--- src/hw/rtl/assert_macros.svh ---
// Concurrent assertion helpers, compiled out for synthesis.
`ifndef ASSERT_MACROS_SVH
`define ASSERT_MACROS_SVH

`ifndef SYNTHESIS
`define STC_ASSERT(name, clk, rst_n, prop) \
  name: assert property (@(posedge clk) disable iff (!rst_n) (prop)) \
    else $error("stc assertion failed");
`define STC_ASSERT_NEVER(name, clk, rst_n, cond) \
  name: assert property (@(posedge clk) disable iff (!rst_n) !(cond)) \
    else $error("stc forbidden condition seen");
`else
`define STC_ASSERT(name, clk, rst_n, prop)
`define STC_ASSERT_NEVER(name, clk, rst_n, cond)
`endif

`endif

--- src/hw/rtl/stc_pkg.sv ---
`default_nettype none

package stc_pkg;

  localparam int unsigned LevelW   = 2;
  localparam int unsigned SleepW   = 16;
  localparam int unsigned StepW    = 12;
  localparam int unsigned DispW    = 16;
  localparam int unsigned CfgIdxW  = 2;
  localparam int unsigned CfgDataW = 16;

  localparam logic [SleepW-1:0] SleepTicksRst = 16'd6000;
  localparam logic [StepW-1:0]  MaxStepsRst   = 12'd600;

  localparam logic [LevelW-1:0] LIGHT_DARK = 2'd0;
  localparam logic [LevelW-1:0] LIGHT_LOW  = 2'd1;

  localparam logic [CfgIdxW-1:0] CFG_SLEEP_TICKS = 2'd0;
  localparam logic [CfgIdxW-1:0] CFG_MAX_STEPS   = 2'd1;

  typedef enum logic [1:0] {
    MODE_LOW    = 2'd0,
    MODE_NORMAL = 2'd1,
    MODE_DARK   = 2'd2
  } mode_e;

  typedef struct packed {
    logic                we;
    logic [CfgIdxW-1:0]  idx;
    logic [CfgDataW-1:0] data;
  } cfg_wr_t;

  typedef struct packed {
    logic  motor_on;
    logic  motor_toward_two;
    logic  lamp_on;
    mode_e panel_mode;
  } result_t;

endpackage

`default_nettype wire

--- src/hw/rtl/stc_state.sv ---
`default_nettype none

module stc_state (
  input  wire                          clk_i,
  input  wire                          rst_ni,
  input  stc_pkg::cfg_wr_t             cfg_i,
  input  wire                          step_i,
  input  wire  [stc_pkg::LevelW-1:0]   level_i,
  input  wire                          two_i,
  output stc_pkg::result_t             result_o
);
  import stc_pkg::*;

  localparam int unsigned SumW = DispW + 2;
  localparam logic signed [SumW-1:0] DispMax = SumW'(32767);
  localparam logic signed [SumW-1:0] DispMin = -SumW'(32768);

  logic [SleepW-1:0] sleep_ticks_q;
  logic [StepW-1:0]  max_steps_q;

  mode_e             mode_q, mode_d;
  logic              running_q, running_d;
  logic              dir_q, dir_d;
  logic [StepW-1:0]  steps_left_q, steps_left_d;
  logic [StepW-1:0]  steps_done_q, steps_done_d;
  logic [DispW-1:0]  disp_q, disp_d;
  logic [SleepW-1:0] sleep_left_q, sleep_left_d;
  logic              lamp_q, lamp_d;

  logic              normal_light;
  logic              fin;
  logic              start;
  logic              start_dir;
  logic              clear_disp;
  logic [StepW-1:0]  fin_cnt;
  logic [DispW-1:0]  disp_base;
  logic signed [SumW-1:0] delta;
  logic signed [SumW-1:0] sum;

  assign normal_light = (level_i != LIGHT_DARK) && (level_i != LIGHT_LOW);

  always_comb begin
    mode_d       = mode_q;
    running_d    = running_q;
    dir_d        = dir_q;
    steps_left_d = steps_left_q;
    steps_done_d = steps_done_q;
    disp_d       = disp_q;
    sleep_left_d = sleep_left_q;
    lamp_d       = lamp_q;
    fin          = 1'b0;
    start        = 1'b0;
    start_dir    = 1'b0;
    clear_disp   = 1'b0;
    fin_cnt      = steps_done_q;
    delta        = '0;
    sum          = '0;

    if (running_q) begin
      if (normal_light && (two_i != dir_q)) begin
        // sun side flipped: stop without a step
        fin = 1'b1;
      end else begin
        if (steps_left_q != '0) begin
          steps_left_d = steps_left_q - StepW'(1);
        end
        steps_done_d = steps_done_q + StepW'(1);
        fin_cnt      = steps_done_d;
        fin          = (steps_left_d == '0);
      end
    end else if (sleep_left_q != '0) begin
      sleep_left_d = sleep_left_q - SleepW'(1);
    end else begin
      unique case (mode_q)
        MODE_NORMAL: begin
          lamp_d = 1'b0;
          if (level_i == LIGHT_DARK) begin
            mode_d = MODE_DARK;
          end else if (level_i == LIGHT_LOW) begin
            mode_d = MODE_LOW;
          end else begin
            start     = 1'b1;
            start_dir = two_i;
          end
        end
        MODE_LOW: begin
          lamp_d = 1'b0;
          if (level_i == LIGHT_DARK) begin
            mode_d = MODE_DARK;
          end else if (level_i != LIGHT_LOW) begin
            mode_d = MODE_NORMAL;
          end
        end
        default: begin
          lamp_d = 1'b1;
          if (level_i == LIGHT_LOW) begin
            // sunrise return: head back against the accumulated offset
            start      = 1'b1;
            start_dir  = ~disp_q[DispW-1];
            clear_disp = 1'b1;
            mode_d     = MODE_LOW;
          end else if (level_i != LIGHT_DARK) begin
            mode_d = MODE_NORMAL;
          end
        end
      endcase

      if (start) begin
        running_d    = 1'b1;
        dir_d        = start_dir;
        steps_left_d = max_steps_q;
        steps_done_d = '0;
        if (clear_disp) begin
          disp_d = '0;
        end
        if (max_steps_q == '0) begin
          fin     = 1'b1;
          fin_cnt = '0;
        end
      end else begin
        sleep_left_d = sleep_ticks_q;
      end
    end

    if (fin) begin
      disp_base = disp_d;
      delta     = dir_d ? -$signed(SumW'(fin_cnt)) : $signed(SumW'(fin_cnt));
      sum       = $signed({{(SumW-DispW){disp_base[DispW-1]}}, disp_base}) + delta;
      if (sum > DispMax) begin
        disp_d = DispW'(DispMax);
      end else if (sum < DispMin) begin
        disp_d = DispW'(DispMin);
      end else begin
        disp_d = sum[DispW-1:0];
      end
      running_d    = 1'b0;
      steps_left_d = '0;
      steps_done_d = '0;
      sleep_left_d = sleep_ticks_q;
    end else begin
      disp_base = disp_q;
    end
  end

  always_ff @(posedge clk_i or negedge rst_ni) begin
    if (!rst_ni) begin
      sleep_ticks_q <= SleepTicksRst;
      max_steps_q   <= MaxStepsRst;
    end else if (cfg_i.we) begin
      priority if (cfg_i.idx == CFG_SLEEP_TICKS) begin
        sleep_ticks_q <= cfg_i.data[SleepW-1:0];
      end else if (cfg_i.idx == CFG_MAX_STEPS) begin
        max_steps_q <= cfg_i.data[StepW-1:0];
      end else begin
        // unknown index: drop the write
        sleep_ticks_q <= sleep_ticks_q;
      end
    end
  end

  always_ff @(posedge clk_i or negedge rst_ni) begin
    if (!rst_ni) begin
      mode_q       <= MODE_NORMAL;
      running_q    <= 1'b0;
      dir_q        <= 1'b0;
      steps_left_q <= '0;
      steps_done_q <= '0;
      disp_q       <= '0;
      sleep_left_q <= '0;
      lamp_q       <= 1'b1;
    end else if (step_i) begin
      mode_q       <= mode_d;
      running_q    <= running_d;
      dir_q        <= dir_d;
      steps_left_q <= steps_left_d;
      steps_done_q <= steps_done_d;
      disp_q       <= disp_d;
      sleep_left_q <= sleep_left_d;
      lamp_q       <= lamp_d;
    end
  end

  assign result_o.motor_on         = running_d;
  assign result_o.motor_toward_two = dir_d;
  assign result_o.lamp_on          = lamp_d;
  assign result_o.panel_mode       = mode_d;

endmodule

`default_nettype wire

--- src/hw/rtl/solar_tracker_mode_controller_core.sv ---
// A tick goes into the input register and, once the result register is free or
// draining, on into it; the tracker state updates as the tick moves on.
// Throughput: one tick per cycle while not stalled; each register holds one tick.
// Reset (rst_ni low, asynchronous): both registers empty, mode normal,
// lamp on, motor off, registers sleep_ticks=6000 and max_steps=600.
`default_nettype none
`include "assert_macros.svh"

module solar_tracker_mode_controller_core (
  input  wire                           clk_i,
  input  wire                           rst_ni,
  input  wire                           cfg_we_i,
  input  wire  [stc_pkg::CfgIdxW-1:0]   cfg_idx_i,
  input  wire  [stc_pkg::CfgDataW-1:0]  cfg_data_i,
  input  wire                           in_vld_i,
  output logic                          in_stall_o,
  input  wire  [stc_pkg::LevelW-1:0]    light_level_i,
  input  wire                           sun_on_cell_two_i,
  output logic                          out_vld_o,
  input  wire                           out_stall_i,
  output logic                          motor_on_o,
  output logic                          motor_toward_two_o,
  output logic                          lamp_on_o,
  output logic [1:0]                    panel_mode_o
);
  import stc_pkg::*;

  logic              in_vld_q;
  logic [LevelW-1:0] in_level_q;
  logic              in_two_q;
  logic              out_vld_q;
  result_t           res_d, res_q;
  cfg_wr_t           cfg;
  logic              in_take;
  logic              advance;

  assign cfg.we   = cfg_we_i;
  assign cfg.idx  = cfg_idx_i;
  assign cfg.data = cfg_data_i;

  // move a tick into the result register when that slot is free or draining
  assign advance    = in_vld_q && (!out_vld_q || !out_stall_i);
  assign in_stall_o = in_vld_q && !advance;
  assign in_take    = in_vld_i && !in_stall_o;

  stc_state u_state (
    .clk_i    (clk_i),
    .rst_ni   (rst_ni),
    .cfg_i    (cfg),
    .step_i   (advance),
    .level_i  (in_level_q),
    .two_i    (in_two_q),
    .result_o (res_d)
  );

  always_ff @(posedge clk_i or negedge rst_ni) begin
    if (!rst_ni) begin
      in_vld_q  <= 1'b0;
      out_vld_q <= 1'b0;
    end else begin
      if (in_take) begin
        in_vld_q <= 1'b1;
      end else if (advance) begin
        in_vld_q <= 1'b0;
      end
      if (advance) begin
        out_vld_q <= 1'b1;
      end else if (!out_stall_i) begin
        out_vld_q <= 1'b0;
      end
    end
  end

  always_ff @(posedge clk_i) begin
    if (in_take) begin
      in_level_q <= light_level_i;
      in_two_q   <= sun_on_cell_two_i;
    end
    if (advance) begin
      res_q <= res_d;
    end
  end

  assign out_vld_o          = out_vld_q;
  assign motor_on_o         = res_q.motor_on;
  assign motor_toward_two_o = res_q.motor_toward_two;
  assign lamp_on_o          = res_q.lamp_on;
  assign panel_mode_o       = res_q.panel_mode;

  // a rotation never runs while the panel sits in dark mode
  `STC_ASSERT_NEVER(a_no_motor_in_dark, clk_i, rst_ni,
    out_vld_o && motor_on_o && (panel_mode_o == MODE_DARK))
  // a held input transaction stays until it moves on
  `STC_ASSERT(a_in_held, clk_i, rst_ni, (in_vld_q && !advance) |=> in_vld_q)
  // a taken result with nothing behind it leaves the output empty
  `STC_ASSERT(a_out_drain, clk_i, rst_ni,
    (out_vld_o && !out_stall_i && !in_vld_q) |=> !out_vld_o)

endmodule

`default_nettype wire

--- config.mk ---
export PLATFORM = sky130hd
export DESIGN_NAME = solar_tracker_mode_controller_core
export DESIGN_NICKNAME = d
export VERILOG_FILES = /design/src/hw/rtl/stc_pkg.sv /design/src/hw/rtl/stc_state.sv /design/src/hw/rtl/solar_tracker_mode_controller_core.sv
export VERILOG_INCLUDE_DIRS = /design/src /design/src/hw/rtl
export SDC_FILE = /design/constraint.sdc
export NUM_CORES = 1
export LEC_CHECK = 0
export ABC_AREA = 1
export BUFFER_PORTS_ARGS = -buffer_cell sky130_fd_sc_hd__buf_2
export CAP_MARGIN = 20
export CORE_MARGIN = 2
export CORE_UTILIZATION = 45
export CTS_CLUSTER_DIAMETER = 150
export DETAILED_ROUTE_END_ITERATION = 7
export RECOVER_POWER = 25
export SYNTH_ARGS = -nofsm -noshare
export SYNTH_HDL_FRONTEND = slang
export SYNTH_SLANG_ARGS = --single-unit
--- constraint.sdc ---
create_clock -name clk_i -period 11.5 [get_ports clk_i]
set_clock_uncertainty 0.1 [all_clocks]
set_input_delay 1.15 -clock clk_i [delete_from_list [all_inputs] [get_ports clk_i]]
set_output_delay 1.15 -clock clk_i [all_outputs]
set_load 0.03 [all_outputs]
# Yosys cells after proc, flatten, opt, wreduce, memory -nomap -nowiden
# Cells that the tools add are included.
dict set report totals {
  regBits 99
  elab_cells 133
  in_bits 26
  output_inout_bits 7
}
dict set report op_classes {
  n_mux 70
  n_eq_ne 10
  bitwise_logic 2
  add_sub_neg 5
  n_lt_le_gt_ge 2
  reduce_logical 26
}
# operator count
set ops {}
lappend ops {{$mux W12} 17}
lappend ops {{$mux W16} 11}
lappend ops {{$mux W1} 30}
lappend ops {{$logic_not A12 Y1} 2}
lappend ops {{$add A16 B18 Y18} 1}
lappend ops {{$gt A18 B16 Y1 const B} 1}
lappend ops {{$lt A18 B16 Y1 const B} 1}
lappend ops {{$mux W18} 1}
lappend ops {{$neg A12 Y18} 1}
lappend ops {{$mux W2} 8}
lappend ops {{$reduce_bool A16 Y1} 1}
lappend ops {{$sub A16 B1 Y16 const B} 1}
lappend ops {{$add A12 B1 Y12 const B} 1}
lappend ops {{$reduce_bool A12 Y1} 1}
lappend ops {{$sub A12 B1 Y12 const B} 1}
lappend ops {{$reduce_and A3 Y1} 3}
lappend ops {{$eq A2 B1 Y1 const B} 3}
lappend ops {{$logic_not A2 Y1} 3}
lappend ops {{$ne A3 B1 Y1 const B} 2}
lappend ops {{$logic_and A1 B1 Y1} 5}
lappend ops {{$logic_not A1 Y1} 4}
lappend ops {{$ne A2 B1 Y1 const B} 2}
lappend ops {{$pmux W1 S2} 2}
lappend ops {{$pmux W2 S2} 1}
lappend ops {{other kinds (10)} 12}

# Longest topological paths before layout
# Gate-level depths: netlist of the first run.
dict set report depth {
  ltp_word 16
  ltp_mapped 32
  ltp_nobuf 30
}

# Modules after synthesis
# A second synthesis of the first run with hierarchy kept.
dict set report hier_totals {
  cells_unflattened 966
  area_unflattened_um2 6964.2
}
# module area_each_um2 cells_each instances seq_area_each_um2
set by_module_without_submodules {}
lappend by_module_without_submodules {stc_state 6628.9 946 1 2243.4}
lappend by_module_without_submodules {solar_tracker_mode_controller_core 335.3 20 1 290.3}

# Worst setup path after synthesis of the first run
# Ideal clock, no wire load.
dict set report synth_path {
  kind {reg-to-reg}
  start {register u_state.sleep_left_q[0]}
  end {register u_state.disp_q[10]}
  setup_ns 0.066
  n_path_buf 1
  t_required_ns 11.334
  synth_period_minus_slack_ns 4.178
  arrival_ns 4.012
  setup_slack_ns 7.322
  path_stages_with_launch 28
  cell_sequence {dfrtp_1 inv_1 ha_1 nand3_1 nor4_2 nand3_1 a21oi_1 nand2_1 o21ai_1 inv_2 or2_2 o21ai_0 inv_1 fa_1 nand3b_1 nand2_1 a21boi_0 o21ai_0 nand3_1 o2111ai_1 xor2_1 or2_2 nand2_4 buf_6 nand2_1 nand2_1 nand2_1 nand2_1}
}
# item line_no
set synth_lines {}
lappend synth_lines {{start: declaration} stc_state.sv:27} ;# logic [SleepW-1:0] sleep_left_q, sleep_left_d;
lappend synth_lines {{start signal: assignment} stc_state.sv:178} ;# sleep_left_q <= sleep_left_d;
lappend synth_lines {{end signal: assignment} stc_state.sv:177} ;# disp_q <= disp_d;
lappend synth_lines {{end: declaration} stc_state.sv:26} ;# logic [DispW-1:0] disp_q, disp_d;

==> results of run 1 <==
==> metrics by stage <==
step,instance area [um2],cells
2_1_floorplan,6830,963
3_3_place_gp,7120,1159
3_5_place_dp,7120,1159
4_1_cts,7420,1175
5_1_grt,7400,1175
6_report,7400,1175
==> state kept, by name (all words and copies together) (netlist names) <==
name,count
in_level_q,2
in_two_q,1
in_vld_q,1
lamp_on_o,1
motor_on_o,1
motor_toward_two_o,1
out_vld_o,1
panel_mode_o,2
u_state.dir_q,1
u_state.disp_q,16
u_state.lamp_q,1
u_state.max_steps_q,12
u_state.mode_q,2
u_state.running_q,1
u_state.sleep_left_q,16
u_state.sleep_ticks_q,16
u_state.steps_done_q,12
u_state.steps_left_q,12
==> power by group through the flow <==
stage,Sequential (mW),Clock (mW),Combinational (mW)
CTS,0.506,0.320,0.761
floorplan,0.501,0,0.611
finish,0.506,0.307,0.757
detailed placement,0.511,0,0.757
global placement,0.511,0,0.760
global route,0.519,0.331,0.874
==> worst min-delay path: cells and delay by family (launching register included) <==
kind | cells | cell delay, ns
flip-flops | 1 | 0.36
buffers and inverters | 1 | 0.06
AO/OA/AOI/OAI | 1 | 0.06
==> placed cells by master (no fill, tap or decap), types with 5 or more instances in the layout <==
cell,count
nor2_1,68
nand2_1,308
a31oi_1,6
o31ai_1,10
ha_1,22
a21oi_1,48
nand4_1,7
dfrtp_1,78
buf_2,30
xor2_1,29
dfstp_2,13
o21ai_0,69
or2_2,12
inv_2,5
clkbuf_16,9
nand2_2,8
xnor2_1,15
inv_1,112
nor3_1,8
edfxtp_1,8
nand3_1,55
o22ai_1,11
==> cell type report <==
type	instances	share of cell area, %
multi-input combinational	717	50.0
sequential	99	34.3
inverter	118	6.02
tap	188	3.18
clock buffer	9	3.04
timing repair buffer	37	2.54
clock inverter	7	0.998
==> worst min path at each step <==
stage / from / to / slack (ns) / cells past startpoint
after floorplan: in_vld_q / out_vld_o / 0.33 / 2
after global placement: in_vld_q / out_vld_o / 0.36 / 2
after detailed placement: u_state.disp_q[6] / u_state.disp_q[6] / 0.37 / 2
after CTS: u_state.sleep_ticks_q[12] / u_state.sleep_ticks_q[12] / 0.38 / 2
after global routing: u_state.disp_q[9] / u_state.disp_q[9] / 0.40 / 2
final: u_state.sleep_ticks_q[12] / u_state.sleep_ticks_q[12] / 0.38 / 2
==> kinds of logic (layout without fill, tap and decap cells) <==
| family | count (synthesis) | count (layout) | synth area share (%) |
|---|---|---|---|
| adder cells (fa/ha/maj) | 23 | 23 | 4.32 |
| flip-flops | 99 | 99 | 37.1 |
| XOR/XNOR | 44 | 44 | 5.64 |
| AO/OA/AOI/OAI | 160 | 160 | 13.2 |
| AND/OR/NAND/NOR | 490 | 490 | 31.0 |
| buffers and inverters | 147 | 171 | 8.73 |
==> per-layer routing <==
metal	vias to the layer above	global-route usage [%]
li1	3141	-
met1	2711	29.5
met2	74	35.2
met3	16	3.52
met4	0	5.37
met5	-	0
==> summary.txt, run 1 <==
Drt
  – Post-Route WL: between 15000 and 20000 um
  – Detailed Routing Iterations Pass 1: 5
  – # DRC: 0
  – Via/cell ratio: 5.06
  – Average wire per standard cell: ~14 um
  – Routed wl met2: 7610 um
  – Top sig layer: met4
  – Wire length on met3: 464 um
  – Final ANT Viol Nets: 0
  – Iteration-0 DRC Markers: roughly 410
  – Met1 wire length: around 7700 um
  – Vias: 5942

Layout
  – Layout cells sized above 1: between 10% and 20%
  – Seq. cell area: between 2000 and 3000 um2
  – Diodes inserted: 0
  – Fillers: 1518
  – Final nets: ~1000
  – Layout area overhead: 8.26%
  – Area occupied by multi-input gates: between 3000 and 4000 um2
  – Final Util: between 40% and 50%

Clock network
  – CTS tree: yes
  – Setup repair bufs after CTS: 0
  – Clk Tree Root Cell: clkbuf_16
  – Clock transition at the registers of the reported paths: 0.07 ns
  – CTS Buf Count: 9
  – Clk Latency, worst-skew pair: 0.36 ns
  – H-tree Lvls: 3
  – Cts repair resizes: 0
  – CTS sink cnt: 99
  – Hold_buf cts: 0
  – Clock Tree Buf Depth: 2

Critical path
  – Critical Path RT: 11.65 ns
  – Top delay family on crit path: simple AND/OR/NAND/NOR gates
  – CP Class: flop to flop
  – Most used cell, CP: nand2_1
  – Crit path to: u_state.disp_q[9]
  – Crit Path Max Fanout: 15
  – Slowest stage delay, CP: around 0.49 ns
  – Start of the worst register-to-register path: u_state.sleep_left_q[0]
  – FF-to-FF setup slack: between 5 and 6 ns
  – Critical path origin: u_state.sleep_left_q[0]
  – R2r endpoint: u_state.disp_q[9]
  – Type of origin of the critical path: flop
  – Slowest stage cell, crit path: o21ai_0
  – Arrival @ worst endpoint: 5.65 ns
  – CP bufs+invs: 4
  – Crit end category: flop
  – Critical Path Stages: 27
  – Worst r2r path cells: 27

Power
  – Sequential share of power: around a third
  – Leakage power: around 3.8 nW
  – Max VDD drop: around 0.000096 V
  – Switch share: between 40 and 50%
  – Cell Pwr Density: 212 nW/um2
  – Net Sw Power: approximately 0.70 mW
  – Combinational share of power: about 48%
  – Clock group share of total power: around a fifth
  – Internal Power: approximately 0.87 mW
  – Final Power: around 1.6 mW

STA
  – Slew Viols, Final: 74
  – Min Clock Period, post-route: approximately 5.5 ns
  – Setup TNS: 0 ns
  – Setup violators final: 0
  – Final period utilization: between 40 and 50%
  – Max Freq: about 180 MHz
  – Slew HR: -162%
  – Final worst-path setup slack: roughly 6.0 ns
  – Final Hold Violating Endpoints: 0
  – Worst-margin pin slew: 3.94 ns
  – Hold slack: 0.381 ns
  – RSZ-0062 raised after global routing: no

Global routing
  – Total track usage: 21.4%
  – Initial antenna violation count: 0
  – Vias in the first global route: 5702
  – Total congestion overflow: 0
  – First-pass GRT wire length: approximately 28000 um
  – Largest net degree at the start of global routing: 74

Placed design
  – Routability cong.: slightly below 0.9
  – Port bufs: 32
  – DP Worst Slack: a little over 6 ns
  – HPWL Detailed: roughly 12000 um

Run
  – Max-cap viol count: 1

Status
  – Failing checks: capacitance limit, slew limit
  – Run status: complete, but fails checks

Synth
  – Number of distinct library cells after synthesis: 45
  – Syn avg cell area: 7.10 um2
  – Post-Syn Area: a little under 7000 um2
  – Most frequent cell after synthesis: nand2_1
  – Top-area cell type share of the netlist area: between 20% and 30%
  – Largest area contributor in the netlist: dfrtp_1
  – Yosys reg bits: a little under 100
  – Top cells by count, synth: nand2_1 (308), inv_1 (112), dfrtp_1 (78), o21ai_0 (69), nor2_1 (68)
  – Mapped Nets: between 1000 and 1500
  – Syn. warnings: 0
  – Post-synth EDFFs: 8
  – Top_reg_cell synth: dfrtp_1
  – Cells after Synth: between 900 and 1000
  – Synth top area cells: dfrtp_1 (29%), nand2_1 (17%), inv_1 (6.2%)
  – Synth async-reset ratio: 91.9%
  – Sequential area share after synthesis: between 30% and 40%

Die
  – Die Height: 127 um
  – Cell row count: 45
  – Die span in x: between 100 and 150 um
  – Starting Density: approximately 45%
  – IO Count: 33
  – Core ar.: 15000 um2
  – Die area: roughly 16000 um2

Worst hold path
  – HP Class: flop to flop
(Power assumes the default switching activity.)
==> inputs of run 2 (changes only) <==
==> constraint.sdc (replaced) <==
create_clock -name clk_i -period 4.95 [get_ports clk_i]
set_clock_uncertainty 0.1 [all_clocks]
set_input_delay 0.495 -clock clk_i [delete_from_list [all_inputs] [get_ports clk_i]]
set_output_delay 0.495 -clock clk_i [all_outputs]
set_load 0.03 [all_outputs]
==> run 2 against run 1 <==
Die area unchanged; wire length grew 2.5%; flip-flop and latch count unchanged; the run still ends with capacitance limit, slew limit left; design area up 2.5%.
==> summary.txt, run 2 (synthesis gave the netlist of run 1 again) <==
Status
  – Run status: complete, but fails checks
  – Failing checks: capacitance limit, slew limit

Placed design
  – HPWL Detailed: 11900 um (+2.7%)
  – Placed Area: 7200 um2 (+1.2%)
  – DP Worst Slack: 0.135 ns (-6.00 ns)
  – Port bufs: 32 (unchanged)
  – Routability cong.: 0.871 (-1.1%)
  – DP Cell Count: 1170 (+0.95%)

Die
  – Core ar.: 15000 um2 (unchanged)
  – Die span in x: 127 um (unchanged)
  – Cell row count: 45 (unchanged)
  – Die area: 16200 um2 (unchanged)
  – Starting Density: 45.5% (unchanged)
  – IO Count: 33 (unchanged)
  – Die Height: 127 um (unchanged)

Global routing
  – Total track usage: 21.3% (-0.090 points)
  – First-pass GRT wire length: 27600 um (-1.4%)
  – Largest net degree at the start of global routing: 74 (unchanged)
  – Vias in the first global route: 5664 (-0.67%)
  – Total congestion overflow: 0 (unchanged)
  – Initial antenna violation count: 0 (unchanged)

Clock network
  – Clk Tree Root Cell: clkbuf_16
  – H-tree Lvls: 3 (unchanged)
  – Clock Tree Buf Depth: 2 (unchanged)
  – CTS tree: yes
  – CTS sink cnt: 99 (unchanged)
  – Clk Latency, worst-skew pair: 0.36 ns (about the same)
  – CTS Buf Count: 9 (unchanged)
  – Clock transition at the registers of the reported paths: 0.08 ns (about the same)

Critical path
  – FF-to-FF setup slack: 0.46 ns (-5.54 ns)
  – Crit end category: flop
  – Crit Path Max Fanout: 15 (unchanged)
  – CP bufs+invs: 6 (+2)
  – Type of origin of the critical path: flop
  – Top delay family on crit path: simple AND/OR/NAND/NOR gates
  – Worst r2r path cells: 32 (+19%)
  – Arrival @ worst endpoint: 4.69 ns (-0.96 ns)
  – Slowest stage delay, CP: 0.38 ns (-0.11 ns)
  – Most used cell, CP: nand2_1
  – Critical Path RT: 5.15 ns (-6.50 ns)
  – R2r endpoint: u_state.disp_q[6]
  – CP Class: flop to flop
  – Slowest stage cell, crit path: dfrtp_1
  – Start of the worst register-to-register path: u_state.sleep_left_q[0]

Power
  – Net Sw Power: 1.65 mW (+140%)
  – Internal Power: 2.09 mW (+140%)
  – Switch share: 44.0% (-0.35 points)
  – Sequential share of power: 31.3% (-0.9 points)
  – Max VDD drop: 0.000284 V (+200%)
  – Cell Pwr Density: 493 nW/um2 (+130%)
  – Final Power: 3.74 mW (+140%)
  – Clock group share of total power: 20.4% (+0.8 points)
  – Combinational share of power: 48.3% (about the same)
  – Leakage power: 3.88 nW (+2.8%)

Layout
  – Layout cells sized above 1: 13.0% (+2.2 points)
  – Biggest regs: u_state.disp_q (16), u_state.sleep_left_q (16), u_state.sleep_ticks_q (16)
  – Diodes inserted: 0 (unchanged)
  – Post-Layout Inst Area: 7580 um2 (+2.5%)
  – Final nets: 1047 (+1.6%)
  – Commonest non-fill, non-tap cells in the layout: nand2_1 (308), inv_1 (112), dfrtp_1 (78), nor2_1 (67), o21ai_0 (66)
  – Final Util: 50.5% (+1.2 points)
  – Layout area overhead: 11.0%
  – Commonest non-fill, non-tap cell in the layout: nand2_1
  – Non-Filler Instances: 1191 (+1.4%)

STA
  – Hold slack: 0.218 ns (-0.163 ns)
  – Setup TNS: 0 ns (unchanged)
  – Final Hold Violating Endpoints: 0 (unchanged)
  – Final period utilization: 90.8% (+43 points)
  – Setup violators final: 0 (unchanged)
  – Worst-margin pin slew: 4.00 ns (+0.0604 ns)
  – Max Freq: 222 MHz (+22%)
  – Final worst-path setup slack: 0.455 ns (-5.54 ns)
  – Min Clock Period, post-route: 4.49 ns (-1.01 ns)
  – Slew HR: -166% (-4.0 points)
  – Slew Viols, Final: 74 (unchanged)

Worst hold path
  – Hold EP: in_level_q[0]
  – Hold path cells: 1 (-1)
  – HP Class: input pin to flop
  – Hold Crit Start: light_level_i[0]

Drt
  – # DRC: 0 (unchanged)
  – Vias: 6065 (+2.1%)
  – Detailed Routing Iterations Pass 1: 5 (unchanged)
  – Average wire per standard cell: 13.8 um (+1.1%)
  – Post-Route WL: 16400 um (+2.5%)
  – Via/cell ratio: 5.09 (+0.70%)
  – Iteration-0 DRC Markers: 319 (-21%)
  – Final ANT Viol Nets: 0 (unchanged)

Run
  – Max-cap viol count: 1 (unchanged)
==> run 2: what timing repair did <==
action | in CTS | in global routing
endpoints found under the setup margin | 0 | 16
setup buffers | 0 | 5
gates resized for setup | 0 | 12
hold buffers | 0 | 0
==> run 2: power groups by stage <==
stage | clock [mW] | sequential [mW] | combinational (mW)
3_5_place_dp | 0 | 1.18 | 1.79
3_3_place_gp | 0 | 1.18 | 1.79
6_report | 0.762 | 1.17 | 1.81
2_1_floorplan | 0 | 1.16 | 1.42
4_1_cts | 0.786 | 1.17 | 1.80
5_1_grt | 0.818 | 1.20 | 2.08
==> run 2: final cells by class <==
| type | instances | area (um2) |
|---|---|---|
| Inverter | 118 | 450 |
| Fill cell | 1524 | 7450 |
| Tap cell | 188 | 235 |
| Multi-Input combinational cell | 717 | 3730 |
| Sequential cell | 99 | 2530 |
| Clock inverter | 6 | 72.6 |
| Clock buffer | 10 | 250 |
| Timing Repair Buffer | 53 | 317 |
==> run 2: worst max path at each step <==
stage | slack (ns) | cells after the start | endpoint | start
detailed placement | 0.13 | 27 | u_state.disp_q[14] | u_state.sleep_left_q[0]
finish | 0.46 | 32 | u_state.disp_q[6] | u_state.sleep_left_q[0]
floorplan | 0.77 | 27 | u_state.disp_q[10] | u_state.sleep_left_q[0]
global route | -0.02 | 28 | u_state.disp_q[13] | u_state.steps_done_q[0]
CTS | 0.10 | 27 | u_state.disp_q[6] | u_state.sleep_left_q[0]
global placement | 0.16 | 26 | u_state.disp_q[14] | u_state.sleep_left_q[0]
==> run 2: routing by layer <==
layer | GRT usage, % | wire, um | vias to the layer above
li1 | - | - | 3184
met1 | 28.8 | 8040 | 2769
met2 | 35.5 | 7700 | 96
met3 | 3.98 | 456 | 16
met4 | 5.11 | 213 | 0
met5 | 0 | 0 | -
==> run 2: worst reg2reg max path: cells and delay by family, from the launching register on <==
family,cells,cell delay [ns]
fa+ha+maj,2,0.53
simple gates,20,1.91
compound gates,3,0.60
buf+inv,6,0.75
flops,1,0.38
xor+xnor,1,0.16
